===== config.mk =====
export PLATFORM = sky130hd
export DESIGN_NAME = fifo_with_fourth_place_insert_unit
export DESIGN_NICKNAME = d
export VERILOG_FILES = /design/src/ffi_pkg.sv /design/src/ffi_ram.sv /design/src/ffi_ctrl.sv /design/src/fifo_with_fourth_place_insert_unit.sv
export SDC_FILE = /design/constraint.sdc
export NUM_CORES = 1
export LEC_CHECK = 0
export ABC_AREA = 1
export ABC_CLOCK_PERIOD_IN_PS = 5100
export BUFFER_PORTS_ARGS = -buffer_cell sky130_fd_sc_hd__buf_2
export CAP_MARGIN = 10
export CORE_ASPECT_RATIO = 1.2
export CORE_UTILIZATION = 55
export CTS_CLUSTER_DIAMETER = 150
export DETAILED_ROUTE_END_ITERATION = 8
export GPL_ROUTABILITY_DRIVEN = 0
export PLACE_DENSITY = 0.7
export SYNTH_ARGS = -nofsm -noshare
export SYNTH_HDL_FRONTEND = slang
export SYNTH_SLANG_ARGS = --single-unit

===== constraint.sdc =====
create_clock -name aclk -period 5.1 [get_ports aclk]
set_input_delay 0 -clock aclk [delete_from_list [all_inputs] [get_ports aclk]]
set_output_delay 0 -clock aclk [all_outputs]
set_load 0.02 [all_outputs]

===== src/ffi_pkg.sv =====
// ----------------------------------------------------------------------------
// ffi_pkg
// Shared types and constants for the FIFO with fourth-place insert.
// ----------------------------------------------------------------------------
package ffi_pkg;

    localparam int DEPTH_DEF      = 16;
    localparam int DATA_WIDTH_DEF = 32;

    // width of the data_out result field
    localparam int OUT_DATA_W = 32;

    // place from the head that an insert lands in, counted from zero
    localparam int FOURTH_OFFSET = 3;

    typedef enum logic [1:0] {
        MODE_PUSH        = 2'd0,
        MODE_PUSH_FOURTH = 2'd1,
        MODE_POP         = 2'd2,
        MODE_CLEAR       = 2'd3
    } mode_t;

    typedef enum logic [1:0] {
        ST_OK    = 2'd0,
        ST_EMPTY = 2'd1,
        ST_FULL  = 2'd2
    } status_t;

    typedef struct packed {
        logic    now_empty;
        status_t status;
    } res_info_t;

endpackage


===== src/ffi_ram.sv =====
// ----------------------------------------------------------------------------
// ffi_ram
// Simple dual-port RAM: one write port, one read port, registered read data.
// ----------------------------------------------------------------------------
module ffi_ram #(
    parameter int WIDTH = 32,
    parameter int DEPTH = 16
) (
    input  logic                     aclk,
    input  logic                     wr_en,
    input  logic [$clog2(DEPTH)-1:0] wr_addr,
    input  logic [WIDTH-1:0]         wr_data,
    input  logic                     rd_en,
    input  logic [$clog2(DEPTH)-1:0] rd_addr,
    output logic [WIDTH-1:0]         rd_data
);

    logic [WIDTH-1:0] mem [DEPTH];

    always_ff @(posedge aclk) begin
        if (wr_en) begin
            mem[wr_addr] <= wr_data;
        end
        if (rd_en) begin
            rd_data <= mem[rd_addr];
        end
    end

endmodule


===== src/ffi_ctrl.sv =====
// ----------------------------------------------------------------------------
// ffi_ctrl
// Queue sequencer: head/tail/count bookkeeping and the entry-shift walk
// through the RAM for fourth-place inserts.
// ----------------------------------------------------------------------------
module ffi_ctrl #(
    parameter int DEPTH      = ffi_pkg::DEPTH_DEF,
    parameter int DATA_WIDTH = ffi_pkg::DATA_WIDTH_DEF
) (
    input  logic                     aclk,
    input  logic                     aresetn,
    // operation input
    input  logic                     in_valid,
    output logic                     in_ready,
    input  logic [1:0]               in_mode,
    input  logic [DATA_WIDTH-1:0]    in_data,
    // result output
    output logic                     res_valid,
    input  logic                     res_ready,
    output ffi_pkg::res_info_t       res_info,
    output logic [DATA_WIDTH-1:0]    res_data,
    // RAM port
    output logic                     ram_wr_en,
    output logic [$clog2(DEPTH)-1:0] ram_wr_addr,
    output logic [DATA_WIDTH-1:0]    ram_wr_data,
    output logic                     ram_rd_en,
    output logic [$clog2(DEPTH)-1:0] ram_rd_addr,
    input  logic [DATA_WIDTH-1:0]    ram_rd_data
);
    import ffi_pkg::*;

    localparam int ADDR_W = $clog2(DEPTH);
    localparam logic [ADDR_W-1:0] LAST_IDX = ADDR_W'(DEPTH - 1);
    localparam logic [ADDR_W-1:0] FOURTH   = ADDR_W'(FOURTH_OFFSET);
    localparam logic [ADDR_W:0]   DEPTH_V  = (ADDR_W + 1)'(DEPTH);

    typedef enum logic [1:0] {
        S_IDLE,
        S_SHIFT,
        S_POP_WAIT,
        S_RESP
    } state_t;

    state_t                state_reg, state_next;
    logic [ADDR_W-1:0]     head_reg, head_next;
    logic [ADDR_W-1:0]     tail_reg, tail_next;
    logic [ADDR_W-1:0]     count_reg, count_next;
    logic [ADDR_W-1:0]     k_reg, k_next;
    logic                  wr_pend_reg, wr_pend_next;
    logic [ADDR_W-1:0]     wr_addr_reg, wr_addr_next;
    logic [DATA_WIDTH-1:0] word_reg, word_next;
    status_t               status_reg, status_next;
    logic [DATA_WIDTH-1:0] data_reg, data_next;

    function automatic logic [ADDR_W-1:0] inc_idx(input logic [ADDR_W-1:0] i);
        return (i == LAST_IDX) ? '0 : i + ADDR_W'(1);
    endfunction

    // head plus offset, modulo DEPTH; both terms are below DEPTH
    function automatic logic [ADDR_W-1:0] add_idx(input logic [ADDR_W-1:0] base,
                                                  input logic [ADDR_W-1:0] offs);
        logic [ADDR_W:0] sum;
        sum = {1'b0, base} + {1'b0, offs};
        if (sum >= DEPTH_V) begin
            sum = sum - DEPTH_V;
        end
        return sum[ADDR_W-1:0];
    endfunction

    always_comb begin
        state_next   = state_reg;
        head_next    = head_reg;
        tail_next    = tail_reg;
        count_next   = count_reg;
        k_next       = k_reg;
        wr_pend_next = wr_pend_reg;
        wr_addr_next = wr_addr_reg;
        word_next    = word_reg;
        status_next  = status_reg;
        data_next    = data_reg;
        in_ready     = 1'b0;
        res_valid    = 1'b0;
        ram_wr_en    = 1'b0;
        ram_wr_addr  = tail_reg;
        ram_wr_data  = in_data;
        ram_rd_en    = 1'b0;
        ram_rd_addr  = head_reg;

        unique case (state_reg)
            S_IDLE: begin
                in_ready = 1'b1;
                if (in_valid) begin
                    word_next   = in_data;
                    data_next   = '0;
                    status_next = ST_OK;
                    state_next  = S_RESP;
                    unique case (mode_t'(in_mode))
                        MODE_PUSH, MODE_PUSH_FOURTH: begin
                            if (count_reg == LAST_IDX) begin
                                status_next = ST_FULL;
                            end else if (mode_t'(in_mode) == MODE_PUSH ||
                                         count_reg <= FOURTH) begin
                                ram_wr_en  = 1'b1;
                                tail_next  = inc_idx(tail_reg);
                                count_next = count_reg + ADDR_W'(1);
                            end else begin
                                // walk the entries from the tail back to the fourth place
                                k_next       = count_reg;
                                wr_pend_next = 1'b0;
                                tail_next    = inc_idx(tail_reg);
                                count_next   = count_reg + ADDR_W'(1);
                                state_next   = S_SHIFT;
                            end
                        end
                        MODE_POP: begin
                            if (count_reg == '0) begin
                                status_next = ST_EMPTY;
                            end else begin
                                ram_rd_en  = 1'b1;
                                head_next  = inc_idx(head_reg);
                                count_next = count_reg - ADDR_W'(1);
                                state_next = S_POP_WAIT;
                            end
                        end
                        MODE_CLEAR: begin
                            head_next  = '0;
                            tail_next  = '0;
                            count_next = '0;
                        end
                        default: begin
                            status_next = ST_OK;
                        end
                    endcase
                end
            end

            S_SHIFT: begin
                // read entry k-1 while writing the word read last cycle into its new place
                if (k_reg > FOURTH) begin
                    ram_rd_en    = 1'b1;
                    ram_rd_addr  = add_idx(head_reg, k_reg - ADDR_W'(1));
                    wr_pend_next = 1'b1;
                    wr_addr_next = add_idx(head_reg, k_reg);
                    k_next       = k_reg - ADDR_W'(1);
                end else begin
                    wr_pend_next = 1'b0;
                end
                if (wr_pend_reg) begin
                    ram_wr_en   = 1'b1;
                    ram_wr_addr = wr_addr_reg;
                    ram_wr_data = ram_rd_data;
                end else if (k_reg <= FOURTH) begin
                    ram_wr_en   = 1'b1;
                    ram_wr_addr = add_idx(head_reg, FOURTH);
                    ram_wr_data = word_reg;
                    state_next  = S_RESP;
                end
            end

            S_POP_WAIT: begin
                data_next  = ram_rd_data;
                state_next = S_RESP;
            end

            S_RESP: begin
                res_valid = 1'b1;
                if (res_ready) begin
                    state_next = S_IDLE;
                end
            end

            default: begin
                state_next = S_IDLE;
            end
        endcase
    end

    assign res_info.now_empty = (count_reg == '0);
    assign res_info.status    = status_reg;
    assign res_data           = data_reg;

    always_ff @(posedge aclk) begin
        if (!aresetn) begin
            state_reg   <= S_IDLE;
            head_reg    <= '0;
            tail_reg    <= '0;
            count_reg   <= '0;
            k_reg       <= '0;
            wr_pend_reg <= 1'b0;
        end else begin
            state_reg   <= state_next;
            head_reg    <= head_next;
            tail_reg    <= tail_next;
            count_reg   <= count_next;
            k_reg       <= k_next;
            wr_pend_reg <= wr_pend_next;
        end
        wr_addr_reg <= wr_addr_next;
        word_reg    <= word_next;
        status_reg  <= status_next;
        data_reg    <= data_next;
    end

    // never hold more than DEPTH-1 words
    assert property (@(posedge aclk) disable iff (!aresetn)
        count_reg <= LAST_IDX)
        else $error("item count exceeds capacity");

    // the shift walk never reads the entry it writes in the same cycle
    assert property (@(posedge aclk) disable iff (!aresetn)
        (ram_wr_en && ram_rd_en) |-> (ram_wr_addr != ram_rd_addr))
        else $error("RAM read and write collide");

    // a clear leaves an empty queue behind
    assert property (@(posedge aclk) disable iff (!aresetn)
        (in_valid && in_ready && mode_t'(in_mode) == MODE_CLEAR)
            |=> (count_reg == '0 && head_reg == '0 && tail_reg == '0))
        else $error("clear did not empty the queue");

    // a pop on an empty queue reports empty and leaves the count alone
    assert property (@(posedge aclk) disable iff (!aresetn)
        (in_valid && in_ready && mode_t'(in_mode) == MODE_POP && count_reg == '0)
            |=> (status_reg == ST_EMPTY && count_reg == '0))
        else $error("empty pop not refused");

endmodule


===== src/fifo_with_fourth_place_insert_unit.sv =====
// ----------------------------------------------------------------------------
// fifo_with_fourth_place_insert_unit
// Word FIFO with tail push, fourth-place insert, head pop and clear.
// ----------------------------------------------------------------------------
// One operation is taken at a time and each returns one result. A tail push,
// a clear or a refused operation goes from idle straight to the result state,
// a pop waits first for its one RAM read. A fourth-place insert into a queue
// holding n words walks entries n-1 down to 3 back by one place through the
// single RAM port pair, one entry per cycle, and then writes the new word to
// the fourth place. A new operation is taken once the previous result sits in
// the output register, which holds it while m_tready is low. The queue holds
// at most DEPTH-1 words; the RAM needs no clearing after reset.
module fifo_with_fourth_place_insert_unit #(
    parameter int DEPTH      = ffi_pkg::DEPTH_DEF,
    parameter int DATA_WIDTH = ffi_pkg::DATA_WIDTH_DEF
) (
    input  logic                                aclk,
    input  logic                                aresetn,
    input  logic                                s_tvalid,
    output logic                                s_tready,
    input  logic [((DATA_WIDTH + 7) / 8)*8-1:0] s_tdata,   // data_in
    input  logic [1:0]                          s_tuser,   // mode
    output logic                                m_tvalid,
    input  logic                                m_tready,
    output logic [ffi_pkg::OUT_DATA_W-1:0]      m_tdata,   // data_out
    output logic [2:0]                          m_tuser    // status[1:0], now_empty
);
    import ffi_pkg::*;

    localparam int ADDR_W = $clog2(DEPTH);

    logic                  res_valid;
    logic                  res_ready;
    res_info_t             res_info;
    logic [DATA_WIDTH-1:0] res_data;
    logic [OUT_DATA_W-1:0] res_data_out;

    logic                  ram_wr_en;
    logic [ADDR_W-1:0]     ram_wr_addr;
    logic [DATA_WIDTH-1:0] ram_wr_data;
    logic                  ram_rd_en;
    logic [ADDR_W-1:0]     ram_rd_addr;
    logic [DATA_WIDTH-1:0] ram_rd_data;

    logic                  m_valid_reg;
    res_info_t             m_info_reg;
    logic [OUT_DATA_W-1:0] m_data_reg;

    ffi_ram #(
        .WIDTH (DATA_WIDTH),
        .DEPTH (DEPTH)
    ) u_ram (
        .aclk    (aclk),
        .wr_en   (ram_wr_en),
        .wr_addr (ram_wr_addr),
        .wr_data (ram_wr_data),
        .rd_en   (ram_rd_en),
        .rd_addr (ram_rd_addr),
        .rd_data (ram_rd_data)
    );

    ffi_ctrl #(
        .DEPTH      (DEPTH),
        .DATA_WIDTH (DATA_WIDTH)
    ) u_ctrl (
        .aclk        (aclk),
        .aresetn     (aresetn),
        .in_valid    (s_tvalid),
        .in_ready    (s_tready),
        .in_mode     (s_tuser),
        .in_data     (s_tdata[DATA_WIDTH-1:0]),
        .res_valid   (res_valid),
        .res_ready   (res_ready),
        .res_info    (res_info),
        .res_data    (res_data),
        .ram_wr_en   (ram_wr_en),
        .ram_wr_addr (ram_wr_addr),
        .ram_wr_data (ram_wr_data),
        .ram_rd_en   (ram_rd_en),
        .ram_rd_addr (ram_rd_addr),
        .ram_rd_data (ram_rd_data)
    );

    // fit the stored word to the result field
    generate
        if (DATA_WIDTH >= OUT_DATA_W) begin : g_trunc
            assign res_data_out = res_data[OUT_DATA_W-1:0];
        end else begin : g_ext
            assign res_data_out = {{(OUT_DATA_W - DATA_WIDTH){1'b0}}, res_data};
        end
    endgenerate

    assign res_ready = !m_valid_reg || m_tready;

    always_ff @(posedge aclk) begin
        if (!aresetn) begin
            m_valid_reg <= 1'b0;
        end else if (res_valid && res_ready) begin
            m_valid_reg <= 1'b1;
        end else if (m_tready) begin
            m_valid_reg <= 1'b0;
        end
        if (res_valid && res_ready) begin
            m_info_reg <= res_info;
            m_data_reg <= res_data_out;
        end
    end

    assign m_tvalid = m_valid_reg;
    assign m_tdata  = m_data_reg;
    assign m_tuser  = {m_info_reg.now_empty, m_info_reg.status};

endmodule


==> results.cfg <==
[final_layout]
stdcell_area_sq_um = 33800
fin_util = 0.631
largest_register_ffs = 512
layout_commonest_cell = nand2_1
drive_gt1_frac = 0.0901
syn2layout_area_growth_pct = 13.5
diodes = 0
final_cell_mix = nand2_1, edfxtp_1, nand3_1
layout.nets = 3084
regMostFlops = u_ram.mem

[critical_path]
cp.required_ps = 5370
r2r_cells = 12
start_kind = flop
worst-endpoint-arrival_ps = 4060
crit_fanout = 44
r2r-end = u_ram.mem[4][9]
worstSetupPathType = reg -> reg
rrSetupSlack_ps = 1310
reg2reg_from = u_ctrl.state_reg[1]
crit_path_end_kind = flop

[grt]
gr-usage-met1 = 0.386
grt_usage = 0.293
grt_max_degree = 128
grtUsageMet2 = 0.477
grt_pass1_vias = 21100
grt_pass1_wl_microns = 122000
grt_busiest_layer = met2
use_met3 = 0.0537
antenna_found_initial = 0
globalRouteOverflowTotal = 0

[synth]
ys_types = 29
synth_top_family_by_area = simple AND/OR/NAND/NOR gates
synthFlopType = edfxtp_1
async_reset_ff_frac = 0
synthMuxAreaShare = 0
ys_seq_area_frac = 0.668
yosys.area_share.simple = 0.198
synth-adder-area-share = 0.00874
netlist_area_sq_um = 29800
syn_nets = 2978
yosys_warnings = 0
synth_seq_cells = 669
synth_xor_xnor_area_share = 0.00294
synth_cells = 2921
avgSynthCellArea_sq_um = 10.2
synth_edf_count = 649
synth_compound_area_frac = 0.0235

[floorplanning]
dieArea_sq_um = 55100
initial_core_util = 0.556
io_pins = 75
die_x_microns = 214
die_h_microns = 257
coreArea_sq_um = 53500
rows = 93

[detailed_routing]
drc = 0
wirelength_microns = 80000
wire_per_inst_microns = 21.1
route.vias.total = 21500
via_per_inst = 5.69
first_pass_iters = 6
final_antenna_net_count = 0
drtIter0Drc = 2637

[timing]
tightest_slew_ps = 1190
whs_ps = 140
max_freq_ghz = 0.264
finalClockSkew_ps = 21.7
min_period_ps = 3790
final-hold-violation-count = 0
fin_crit_sh = 0.743
rsz0062_at_grt = false
setup_tns_ps = 0
maxSlewHeadroom = 0.204
final-setup-viol-count = 0
slew_violations = 0

[min_path]
whs_path_depth = 2
hp-class = in -> reg
min_to = u_ctrl.word_reg[24]
min-delay-start = s_tdata[24]

[run]
maxCapViolations = 0

[placement]
place_area_sq_um = 31300
dpl.hpwl_microns = 46600
portBuffers = 74

[clocking]
htree_levels = 3
cts_max_path_buffers = 3
post_cts_buffers = 0
cts_tree = done
clk_pin_slew_ps = 60
cts.sinks = 669
clk-insertion-delay-late_ps = 610
cts_made_buffers = 66
cts_root_buffer = clkbuf_16

[power]
peakVddDrop_mv = 0.345
power_leakage_nw = 14.5
power.density_nw_per_um2 = 500

[outcome]
outcome = complete, no violations
==> area by class of cell <==
type / count / area, sq um
timing repair buffer: 188 / 1510
fill: 4074 / 19800
clock buffer: 82 / 1820
multi-input combinational: 1507 / 7160
sequential: 669 / 19900
clock inverter: 33 / 270
tap: 712 / 891
inverter: 595 / 2230
==> worst max-delay path: stages, from the launching register on <==
cell	delay, ps
dfxtp_1	380
inv_1	80
ha_1	360
inv_2	680
nor2_2	80
inv_1	100
a21oi_1	40
o21ai_0	90
nand2_1	150
inv_1	120
nand3_1	330
nor2_4	590
buf_4	440
==> routing by layer <==
metal / vias to the layer above / share of wire
met4: 0 / 0.037
met1: 10300 / 0.38
met3: 194 / 0.11
met2: 1274 / 0.48
met5: - / 0
li1: 9747 / -
==> what timing repair did <==
item	in CTS	in global routing
endpoints found under the hold margin	60	0
gates resized for setup	0	0
hold buffers	38	0
==> worst max-delay path by stage <==
| stage | start | endpoint | depth (start not counted) |
|---|---|---|---|
| 6_report | u_ctrl.state_reg[1] | u_ram.mem[4][9] | 12 |
| 5_1_grt | u_ctrl.state_reg[1] | u_ram.rd_data[14] | 11 |
| 4_1_cts | u_ctrl.state_reg[1] | u_ram.mem[4][7] | 12 |
| 3_5_place_dp | u_ctrl.state_reg[1] | u_ram.mem[12][11] | 12 |
| 3_3_place_gp | u_ctrl.state_reg[1] | u_ram.rd_data[4] | 13 |
| 2_1_floorplan | u_ctrl.state_reg[0] | u_ram.mem[10][0] | 8 |
==> power breakdown <==
| group | switching [W] | leakage (nW) | internal, W | total (W) |
|---|---|---|---|---|
| clock network | 0.00205 | 1.00 | 0.00273 | 0.00478 |
| logic | 0.00334 | 7.40 | 0.00116 | 0.00451 |
| registers | 0.000214 | 6.07 | 0.00740 | 0.00761 |
==> logic make-up after synthesis <==
| logic type | after synthesis |
|---|---|
| AND/OR/NAND/NOR | 1357 |
| buffers and inverters | 745 |
| flip-flops | 669 |
| AO/OA/AOI/OAI | 121 |
| adder cells (fa/ha/maj) | 19 |
| XOR/XNOR | 10 |
==> cells in the mapped netlist, types with 6 or more instances <==
master      n  area [sq um]
a21oi_1    28           140
buf_1      12          45.0
buf_2      81           405
buf_4      10          75.1
clkbuf_1   47           176
dfxtp_1    20           400
edfxtp_1  649         19500
ha_1       16           200
inv_1     590          2210
nand2_1   680          2550
nand3_1   602          3010
nor2_1     62           233
o211ai_1   33           248
o21ai_0    57           285
xnor2_1     6          52.6
==> through the flow <==
stage | instances | total power (W) | setup slack, ps
final | 3786 | 0.0169 | 1310
after global routing | 3786 | 0.0175 | 1100
after CTS | 3785 | 0.0168 | 1340
after detailed placement | 3632 | 0.0121 | 1370
after global placement | 3632 | 0.0120 | 1400
after floorplan | 2921 | 0.0103 | 1170
Power figures use the tool's default switching activity.
